--- src/rtl/tbd_pkg.sv ---
// Shared types and constants of the text block deframer.
package tbd_pkg;

	// Deframing mode, one-hot.
	typedef enum logic [4:0] {
		MODE_KEY    = 5'b00001,
		MODE_COPY   = 5'b00010,
		MODE_MARK   = 5'b00100,
		MODE_ENDED  = 5'b01000,
		MODE_LOCKED = 5'b10000
	} mode_t;

	// Status codes carried with each result beat.
	localparam logic [1:0] STATUS_DATA = 2'd0;
	localparam logic [1:0] STATUS_PASS = 2'd1;
	localparam logic [1:0] STATUS_FAIL = 2'd2;

	// Key check: (base + 13*a + 23*b + 31*c) mod 2^16 must equal d.
	localparam logic [15:0] KEY_BASE  = 16'he48d;
	localparam logic [15:0] KEY_MUL_A = 16'd13;
	localparam logic [15:0] KEY_MUL_B = 16'd23;
	localparam logic [15:0] KEY_MUL_C = 16'd31;

	localparam logic [7:0] MARKER_RESET = 8'd3;

	localparam int unsigned BLOCK_BYTES = 8;

	typedef struct packed {
		logic [63:0] text_bytes;
		logic [3:0]  byte_count;
		logic [1:0]  status;
		logic        text_ended;
	} result_t;

endpackage

--- src/rtl/tbd_if.sv ---
// Valid/ready channel interfaces for cipher blocks and recovered text.
interface tbd_block_if;
	logic        valid;
	logic        ready;
	logic [31:0] block_left;
	logic [31:0] block_right;

	modport source (output valid, output block_left, output block_right, input ready);
	modport sink (input valid, input block_left, input block_right, output ready);
endinterface

interface tbd_text_if;
	logic        valid;
	logic        ready;
	logic [63:0] text_bytes;
	logic [3:0]  byte_count;
	logic [1:0]  status;
	logic        text_ended;

	modport source (output valid, output text_bytes, output byte_count, output status,
		output text_ended, input ready);
	modport sink (input valid, input text_bytes, input byte_count, input status,
		input text_ended, output ready);
endinterface

--- src/rtl/tbd_scan.sv ---
// Combinational key check and eight-byte marker scan for one block.
module tbd_scan
	import tbd_pkg::*;
(
	input  mode_t       mode,
	input  logic [7:0]  marker,
	input  logic [31:0] block_left,
	input  logic [31:0] block_right,
	output mode_t       mode_next,
	output result_t     result
);

	logic [15:0] key_sum;
	logic        key_ok;

	// The sum wraps at 16 bits, which the assignment width gives for free.
	assign key_sum = KEY_BASE + block_right[15:0] * KEY_MUL_A
		+ block_right[31:16] * KEY_MUL_B + block_left[15:0] * KEY_MUL_C;
	assign key_ok = (key_sum == block_left[31:16]);

	always_comb begin
		logic [63:0] word;
		logic [63:0] packed_bytes;
		logic [3:0]  cnt;
		logic [1:0]  stat;
		logic [7:0]  cur;
		logic        emit;
		mode_t       m;

		word         = {block_right, block_left};
		packed_bytes = '0;
		cnt          = '0;
		stat         = STATUS_DATA;
		cur          = '0;
		emit         = 1'b0;
		m            = mode;

		unique case (mode)
			MODE_KEY: begin
				if (key_ok) begin
					m    = MODE_COPY;
					stat = STATUS_PASS;
				end else begin
					m    = MODE_LOCKED;
					stat = STATUS_FAIL;
				end
			end
			MODE_LOCKED: begin
				stat = STATUS_FAIL;
			end
			MODE_COPY, MODE_MARK, MODE_ENDED: begin
				for (int k = 0; k < BLOCK_BYTES; k++) begin
					cur  = word[k*8 +: 8];
					emit = 1'b0;
					if (m == MODE_COPY) begin
						if (cur == marker)
							m = MODE_MARK;
						else
							emit = 1'b1;
					end else if (m == MODE_MARK) begin
						if (cur == marker) begin
							m    = MODE_COPY;
							emit = 1'b1;
						end else begin
							m = MODE_ENDED;
						end
					end
					if (emit && !cnt[3]) begin
						packed_bytes[{cnt[2:0], 3'b000} +: 8] = cur;
						cnt = cnt + 4'd1;
					end
				end
			end
			default: begin
				m    = MODE_LOCKED;
				stat = STATUS_FAIL;
			end
		endcase

		mode_next         = m;
		result.text_bytes = packed_bytes;
		result.byte_count = cnt;
		result.status     = stat;
		result.text_ended = (m == MODE_ENDED);
	end

endmodule

--- src/rtl/text_block_deframer.sv ---
// Top level of the text block deframer: input register, scan logic and result register.
//
//   channel   direction  handshake          payload
//   blocks    in         valid/ready        block_left[31:0], block_right[31:0]
//   text      out        valid/ready        text_bytes[63:0], byte_count[3:0],
//                                           status[1:0], text_ended
//   cfg       in         cfg_we (no wait)   cfg_wdata[7:0] -> end_marker
//
// A block passes through the input register and then the result register on its way
// to its result beat. One block is accepted every cycle while the text side keeps
// taking beats; the scan over eight bytes is combinational, between those registers.
// Reset empties both registers, returns the mode to awaiting the key check block
// and sets the end marker to 3.
// When the text side stalls, the result register holds and the input register
// still takes one more block before ready falls.
module text_block_deframer
	import tbd_pkg::*;
(
	input  logic       clk,
	input  logic       arst_n,
	tbd_block_if.sink  blocks,
	tbd_text_if.source text,
	input  logic       cfg_we,
	input  logic [7:0] cfg_wdata
);

	// Input register stage.
	logic        valid_s1;
	logic [31:0] left_s1;
	logic [31:0] right_s1;

	// Result register stage.
	logic        valid_s2;
	result_t     result_s2;

	logic [7:0]  marker_q;
	mode_t       mode_q;
	mode_t       mode_next;
	result_t     result_next;

	logic        out_free;
	logic        advance;

	// The result register can take a new beat when it is empty or being drained.
	assign out_free     = !valid_s2 || text.ready;
	assign advance      = valid_s1 && out_free;
	assign blocks.ready = !valid_s1 || advance;

	// End marker register. The user must write only while the block is idle; the block itself does not enforce this.
	always_ff @(posedge clk or negedge arst_n) begin
		if (!arst_n) begin
			marker_q <= MARKER_RESET;
		end else if (cfg_we) begin
			marker_q <= cfg_wdata;
		end
	end

	// Input register.
	always_ff @(posedge clk or negedge arst_n) begin
		if (!arst_n) begin
			valid_s1 <= 1'b0;
		end else if (blocks.ready) begin
			valid_s1 <= blocks.valid;
		end
	end

	always_ff @(posedge clk) begin
		if (blocks.valid && blocks.ready) begin
			left_s1  <= blocks.block_left;
			right_s1 <= blocks.block_right;
		end
	end

	// The mode moves on exactly when a block passes into the result register,
	// so the escape state carries from one block to the next in order.
	tbd_scan u_scan (
		.mode        (mode_q),
		.marker      (marker_q),
		.block_left  (left_s1),
		.block_right (right_s1),
		.mode_next   (mode_next),
		.result      (result_next)
	);

	always_ff @(posedge clk or negedge arst_n) begin
		if (!arst_n) begin
			mode_q   <= MODE_KEY;
			valid_s2 <= 1'b0;
		end else begin
			if (advance)
				mode_q <= mode_next;
			if (out_free)
				valid_s2 <= valid_s1;
		end
	end

	always_ff @(posedge clk) begin
		if (advance)
			result_s2 <= result_next;
	end

	assign text.valid      = valid_s2;
	assign text.text_bytes = result_s2.text_bytes;
	assign text.byte_count = result_s2.byte_count;
	assign text.status     = result_s2.status;
	assign text.text_ended = result_s2.text_ended;

	// A failed key check locks the block until reset.
	a_locked_sticky: assert property (@(posedge clk) disable iff (!arst_n)
		mode_q == MODE_LOCKED |=> mode_q == MODE_LOCKED)
		else $error("locked mode was left without reset");

	// Once the text has ended it stays ended.
	a_ended_sticky: assert property (@(posedge clk) disable iff (!arst_n)
		mode_q == MODE_ENDED |=> mode_q == MODE_ENDED)
		else $error("ended mode was left without reset");

	// A failure beat carries no text and no end flag.
	a_fail_empty: assert property (@(posedge clk) disable iff (!arst_n)
		text.valid && text.status == STATUS_FAIL |->
			text.byte_count == 4'd0 && !text.text_ended)
		else $error("failure beat carries text");

	// Never more bytes than one block holds.
	a_count_range: assert property (@(posedge clk) disable iff (!arst_n)
		text.valid |-> text.byte_count <= 4'd8)
		else $error("byte count above eight");

	// With both registers full and the text side stalled, no block is taken.
	a_backpressure: assert property (@(posedge clk) disable iff (!arst_n)
		valid_s1 && text.valid && !text.ready |-> !blocks.ready)
		else $error("block accepted while both stages are full and stalled");

endmodule
--- src/flat_wrapper.sv ---
// flat-port wrapper written by rule: the top's interface ports become plain ports
module text_block_deframer_flat import tbd_pkg::*;
  (clk, arst_n, cfg_we, cfg_wdata, blocks_valid, blocks_block_left, blocks_block_right, blocks_ready, text_valid, text_text_bytes, text_byte_count, text_status, text_text_ended, text_ready);
  tbd_block_if blocks_i ();
  tbd_text_if text_i ();
  input  logic clk;
  input  logic arst_n;
  input  logic cfg_we;
  input  logic [7:0] cfg_wdata;
  input wire logic [$bits(blocks_i.valid)-1:0] blocks_valid;
  input wire logic [$bits(blocks_i.block_left)-1:0] blocks_block_left;
  input wire logic [$bits(blocks_i.block_right)-1:0] blocks_block_right;
  output wire logic [$bits(blocks_i.ready)-1:0] blocks_ready;
  output wire logic [$bits(text_i.valid)-1:0] text_valid;
  output wire logic [$bits(text_i.text_bytes)-1:0] text_text_bytes;
  output wire logic [$bits(text_i.byte_count)-1:0] text_byte_count;
  output wire logic [$bits(text_i.status)-1:0] text_status;
  output wire logic [$bits(text_i.text_ended)-1:0] text_text_ended;
  input wire logic [$bits(text_i.ready)-1:0] text_ready;
  assign blocks_i.valid = blocks_valid;
  assign blocks_i.block_left = blocks_block_left;
  assign blocks_i.block_right = blocks_block_right;
  assign blocks_ready = blocks_i.ready;
  assign text_valid = text_i.valid;
  assign text_text_bytes = text_i.text_bytes;
  assign text_byte_count = text_i.byte_count;
  assign text_status = text_i.status;
  assign text_text_ended = text_i.text_ended;
  assign text_i.ready = text_ready;
  text_block_deframer u_core (.clk(clk), .arst_n(arst_n), .blocks(blocks_i), .text(text_i), .cfg_we(cfg_we), .cfg_wdata(cfg_wdata));
endmodule
--- config.mk ---
export PLATFORM = sky130hd
export DESIGN_NAME = text_block_deframer_flat
export DESIGN_NICKNAME = d
export VERILOG_FILES = /design/src/rtl/tbd_pkg.sv /design/src/rtl/tbd_if.sv /design/src/rtl/tbd_scan.sv /design/src/rtl/text_block_deframer.sv /design/src/flat_wrapper.sv
export SDC_FILE = /design/constraint.sdc
export NUM_CORES = 1
export LEC_CHECK = 0
export BUFFER_PORTS_ARGS = -buffer_cell sky130_fd_sc_hd__buf_2
export CORE_MARGIN = 2
export CORE_UTILIZATION = 45
export CTS_CLUSTER_DIAMETER = 200
export CTS_CLUSTER_SIZE = 14
export DETAILED_ROUTE_END_ITERATION = 12
export GPL_TIMING_DRIVEN = 0
export HOLD_SLACK_MARGIN = 0.05
export PLACE_DENSITY_LB_ADDON = 0.05
export SYNTH_ARGS = -nofsm -noshare
export SYNTH_HDL_FRONTEND = slang
export SYNTH_SLANG_ARGS = --single-unit
--- constraint.sdc ---
create_clock -name clk -period 15.5 [get_ports clk]
set_input_delay 3.1 -clock clk [delete_from_list [all_inputs] [get_ports clk]]
set_output_delay 3.1 -clock clk [all_outputs]
set_load 0.01 [all_outputs]
# ---- After elaboration in Yosys (flattened, before gate mapping)
# Index checks and enable logic that the tools add are counted.
# Widths: inputs -> output; s select.
dict set report op_classes {
  addsub 17
  multipliers 3
  eq_ne 29
  n_shift 14
  mux 120
  n_reduce_logical 21
}
# cell count
set op_table {}
lappend op_table {{$mux 64} 13}
lappend op_table {{$bwmux 64} 7}
lappend op_table {{$shift 8x8->64 const A} 7}
lappend op_table {{$shiftx 8x8->64} 7}
lappend op_table {{$mux 5} 32}
lappend op_table {{$mux 4} 22}
lappend op_table {{$eq 8x8->1} 8}
lappend op_table {{$neg 6->8} 7}
lappend op_table {{$mux 1} 41}
lappend op_table {{$eq 5x2->1 const B} 8}
lappend op_table {{$eq 5x3->1 const B} 8}
lappend op_table {{$add 16x16->16} 2}
lappend op_table {{$mul 16x5->16 const B} 2}
lappend op_table {{$add 4x1->4 const B} 7}
lappend op_table {{$add 16x16->16 const A} 1}
lappend op_table {{$eq 16x16->1} 1}
lappend op_table {{$mul 16x4->16 const B} 1}
lappend op_table {{$mux 8} 2}
lappend op_table {{$pmux 5 s3} 1}
lappend op_table {{$eq 5x4->1 const B} 2}
lappend op_table {{$logic_and 1x1->1} 9}
lappend op_table {{$logic_not 1->1} 9}
lappend op_table {{$eq 5x1->1 const B} 1}
lappend op_table {{$eq 5x5->1 const B} 1}
lappend op_table {{other kinds (4)} 5}
dict set report totals {
  ff_bits 150
  out_inout_bits 73
  word_cells 214
}

# ---- Logic depth before layout (Yosys ltp)
dict set report depth {
  ltp_word 36
  mapped_depth 38
  mapped_depth_nobuf 29
}

# ---- Modules after synthesis
# From an unflattened synthesis, not the netlist that was laid out.
dict set report unflattened {
  cells_unflattened 1474
  area_unflattened_um2 15526.1
}
# module n_inst cells_per_inst area_each_um2 seq_area_each_um2
set modules_own_cells {}
lappend modules_own_cells {tbd_scan 1 1303 10866.7 0.0}
lappend modules_own_cells {text_block_deframer 1 171 4659.5 4433.0}

# ---- Least setup slack after synthesis
# OpenSTA, ideal clock, no wires.
dict set report synth_path {
  kind {register -> register}
  from {reg u_core.marker_q[1]}
  to {reg u_core.result_s2, in the netlist u_core.text.text_bytes[56], data pin}
  arrival_time_ps 7519
  path_slack_ps 7710
  stages_incl_launch_ff 34
  n_path_buf 8
  synth_period_minus_slack_ps 7790
  path_cell_list {dfstp_2 buf_6 xor2_1 nor4_1 and2_1 buf_6 a21oi_1 nor2_1 clkbuf_1 fa_1 ha_1 a221o_1 buf_6 ha_1 clkbuf_1 a31oi_1 o21bai_1 inv_1 ha_1 clkbuf_1 clkbuf_1 nand2_1 o21ai_0 ha_1 inv_1 nand2_1 o21a_1 inv_1 ha_1 ha_1 or3_1 or3_1 clkbuf_1 mux2i_1}
}
dict set report synth_via {
  elab_chain_cells 36
  elab_cells_between_ends 171
}
# item line
set synth_rtl {}
lappend synth_rtl {{start, declared} text_block_deframer.sv:36} ;# logic [7:0] marker_q;
lappend synth_rtl {{start signal, assigned} text_block_deframer.sv:54} ;# marker_q <= cfg_wdata;
lappend synth_rtl {{branches (longest 35 deep; another with $add 4x1->4)} n/a}
lappend synth_rtl {{$mux 64 *} tbd_scan.sv:68} ;# if (emit && !cnt[3]) begin
lappend synth_rtl {{end signal, assigned} text_block_deframer.sv:99} ;# result_s2 <= result_next;
lappend synth_rtl {{end, declared} text_block_deframer.sv:34} ;# result_t result_s2;
# Mark *: on every way between the ends. The select of a mux whose other input is x is not followed.
# A chain may end at the register's enable or synchronous reset.

# ---- Worst setup path after layout
dict set report layout_path {
  from {reg u_core.left_s1[6]}
  to {reg u_core.result_s2, in the netlist u_core.text.text_bytes[34], data pin}
}
dict set report layout_via {
  elab_chain_cells 36
  elab_cells_between_ends 144
}
# item line
set layout_rtl {}
lappend layout_rtl {{start, declared} text_block_deframer.sv:29} ;# logic [31:0] left_s1;
lappend layout_rtl {{start signal, assigned} text_block_deframer.sv:69} ;# left_s1 <= blocks.block_left;
lappend layout_rtl {{$eq 8x8->1 *} {tbd_scan.sv:56, tbd_scan.sv:61}}
lappend layout_rtl {{branches (longest 34 deep; another with $add 4x1->4)} n/a}
lappend layout_rtl {{$mux 64 *} tbd_scan.sv:68}
# Marked as above.

==> metrics.yaml <==
status: "complete, no violations"
p_switching_mw: 1.73
setup_violations: 0
layout-drive-gt1-share_pct: 18.2
grt_setup_unrepaired: "false"
cts_root_buffer: "clkbuf_16"
synth-async-reset-ratio_pct: 10.0
combinationalPowerShare_pct: 74.3
p_int_mw: 2.07
wl_mm: 47.5
clk_latency_ns: 0.45
first_pass_iters: 6
arrival_ns: 10.08
synth-compound-area-share_pct: 9.30
path_class: "reg -> reg"
relSlewSlack_pct: 18.2
netlist_instances: 1462
synth_cell_type_count: 79
final_nets: 1910
synth_most_common_cell: "inv_1"
maxCapViolCount: 0
syn_nets: 1739
clock_power_share_pct: 11.4
slowest_delay_ns: 0.61
die_w_um: 188
start_util_pct: 45.7
critPathCaptureType: "register"
placedInstanceArea_mm2: 0.0167
cts_resized: 0
worstMarginPinSlew_ns: 1.22
placement.io_buffers: 148
utilization_pct: 51.6
ys.warnings.count: 0
place_congestion: 0.952
grt_usage_pct: 27.5
cts_max_level: 4
detail-route-antenna-nets: 0
clockBufferDepth: 2
p_leak_nw: 7.91
synth.avg_cell_area_um2: 10.5
crit_fanout: 12
finalCritPeriodShare_pct: 63.7
ios: 150
whs_ns: 0.494
stdcell_area_mm2: 0.0173
seq_area_frac_synth_pct: 28.9
wl_per_cell_um: 22.7
area_delta_synth_final_pct: 13.0
synth_edf_count: 135
dp_hpwl_mm: 36.5
synthMuxAreaShare_pct: 14.5
clk_pin_slew_worst_paths_ns: 0.07
globalRoute.totalOverflow: 0
crit_slowest_cell: "edfxtp_1"
p_per_area_mw_per_mm2: 220
cts_tree: "done"
finClkSkew_ns: 0.0158
synthTopCellsByCount: "inv_1 (182), mux2i_1 (146), edfxtp_1 (135)"
synth-simple-area-share_pct: 10.4
max-vdd-ir-drop_mv: 0.201
startpoint_type: "register"
cpMostUsedCell: "clkbuf_1"
ys_seq_elements: 150
hold_path.class: "reg -> reg"
swShare_pct: 45.6
period_needed_ns: 9.88
synth_ff_type: "edfxtp_1"
die_y_um: 188
cts_made_buffers: 17
hold_viol_final: 0
drtIter0Drc: 1160
core_area_mm2: 0.0335
grt_max_degree: 65
synthAdderAreaFrac_pct: 22.1
synth_area_leader_cell: "edfxtp_1"
antenna_found_initial: 0
cts_hold_buf: 0
synth_top_family_by_area: "adder cells"
ff2ff_setup_slack_ns: 5.62
first_global_vias: 11800
fmax_mhz: 101
slew_viol_final: 0
rows: 67
netlist_area_mm2: 0.0153
synth-xor-area-share_pct: 7.72
worst_ep_required_time_ns: 15.70
grt_first_pass_wirelength_mm: 71.5
die-area_mm2: 0.0355
seqPwrFrac_pct: 14.3
fin_tns_setup_ns: 0
cts.sinks: 150
vias: 11800
post_cts_buffers: 0
drc_errors: 0
via_per_inst: 5.63
antenna_cells: 0
netlist.area_leader.share_pct: 26.5
synth_area_leaders: "edfxtp_1 (26%), fa_1 (15%), mux2i_1 (9.5%)"
-- cell families (layout without fill, tap and decap cells) --
kind of cell               after synthesis  count (layout)
adders and majority gates              200             200
and+or+nand+nor                        298             298
muxes                                  213             213
buffers and inverters                  271             455
AOI/OAI and AO/OA                      199             199
xor gates and xnor gates               131             131
DFF                                    150             150
-- power by group through the flow --
stage               clock (mW)  combinational (mW)  sequential (mW)
floorplan                    0                2.24            0.553
global placement             0                2.77            0.553
detailed placement           0                2.80            0.552
CTS                      0.442                2.82            0.544
global route             0.456                3.15            0.548
finish                   0.432                2.82            0.543
-- registers in the layout, indices dropped and copies added, names as in the netlist, 2 cells and up --
name,flops
u_core.text.text_bytes,64
u_core.left_s1,32
u_core.right_s1,32
u_core.marker_q,8
u_core.mode_q,5
u_core.text.byte_count,4
u_core.text.status,2
-- cells in the final DEF (no fill, tap or decap), drive strengths merged, types with 14 or more instances in the layout --
cell type  Yosys  layout
ha            83      83
a21o          16      16
mux2          67      67
a22o          14      14
inv          182     186
nor3          24      24
nor4          18      18
edfxtp       135     135
nor2          59      59
xnor2         95      95
nand3         24      24
a21oi         52      52
clkbuf        59      79
o21ai         18      18
fa           117     117
a22oi         29      29
buf           29     180
nand2         76      76
xor2          34      34
nand4         19      19
mux2i        146     146
-- worst max-delay path, delay by kind of cell, from the launching register on --
kind,cells,cell delay [ns]
AND/OR/NAND/NOR,8,2.64
AO/OA/AOI/OAI,6,1.27
XOR/XNOR,1,0.23
buffers and inverters,10,2.41
flip-flops,1,0.61
multiplexers,2,0.78
adder cells (fa/ha/maj),5,1.67
-- cell type report --
| cell class | instances | area (um2) |
|---|---|---|
| clock inverters | 13 | 171 |
| clock buffers | 19 | 433 |
| repair buffers | 152 | 801 |
| flip-flops and latches | 150 | 4430 |
| well taps | 448 | 561 |
| fillers | 3089 | 16200 |
| multi-input cells | 1041 | 9810 |
| inverters | 183 | 689 |
| plain buffers | 88 | 404 |
-- final timing paths --
kind                                               to  depth (start not counted)         startpoint
max                        u_core.text.text_bytes[34]                         32  u_core.left_s1[6]
min reg2reg                         u_core.text.valid                          1    u_core.valid_s1
max in group asynchronous          u_core.marker_q[1]                          1             arst_n
min                                 u_core.text.valid                          1    u_core.valid_s1
max reg2reg                u_core.text.text_bytes[34]                         32  u_core.left_s1[6]
min in group asynchronous            u_core.mode_q[1]                          1             arst_n
-- per-layer routing --
metal	global-route usage (%)	share of wire (%)
met5	0	0
met1	39.0	45
met2	43.4	45
met3	4.34	7.0
met4	8.56	2.6
-- through the flow --
| stage | power (mW) | std cells | setup slack [ns] |
|---|---|---|---|
| 3_5_place_dp | 3.35 | 2061 | 5.85 |
| 2_1_floorplan | 2.80 | 1462 | 7.71 |
| 5_1_grt | 4.16 | 2094 | 5.02 |
| 4_1_cts | 3.80 | 2093 | 5.81 |
| 6_report | 3.80 | 2094 | 5.62 |
| 3_3_place_gp | 3.32 | 2058 | 6.04 |
Power figures use the tool's default switching activity.
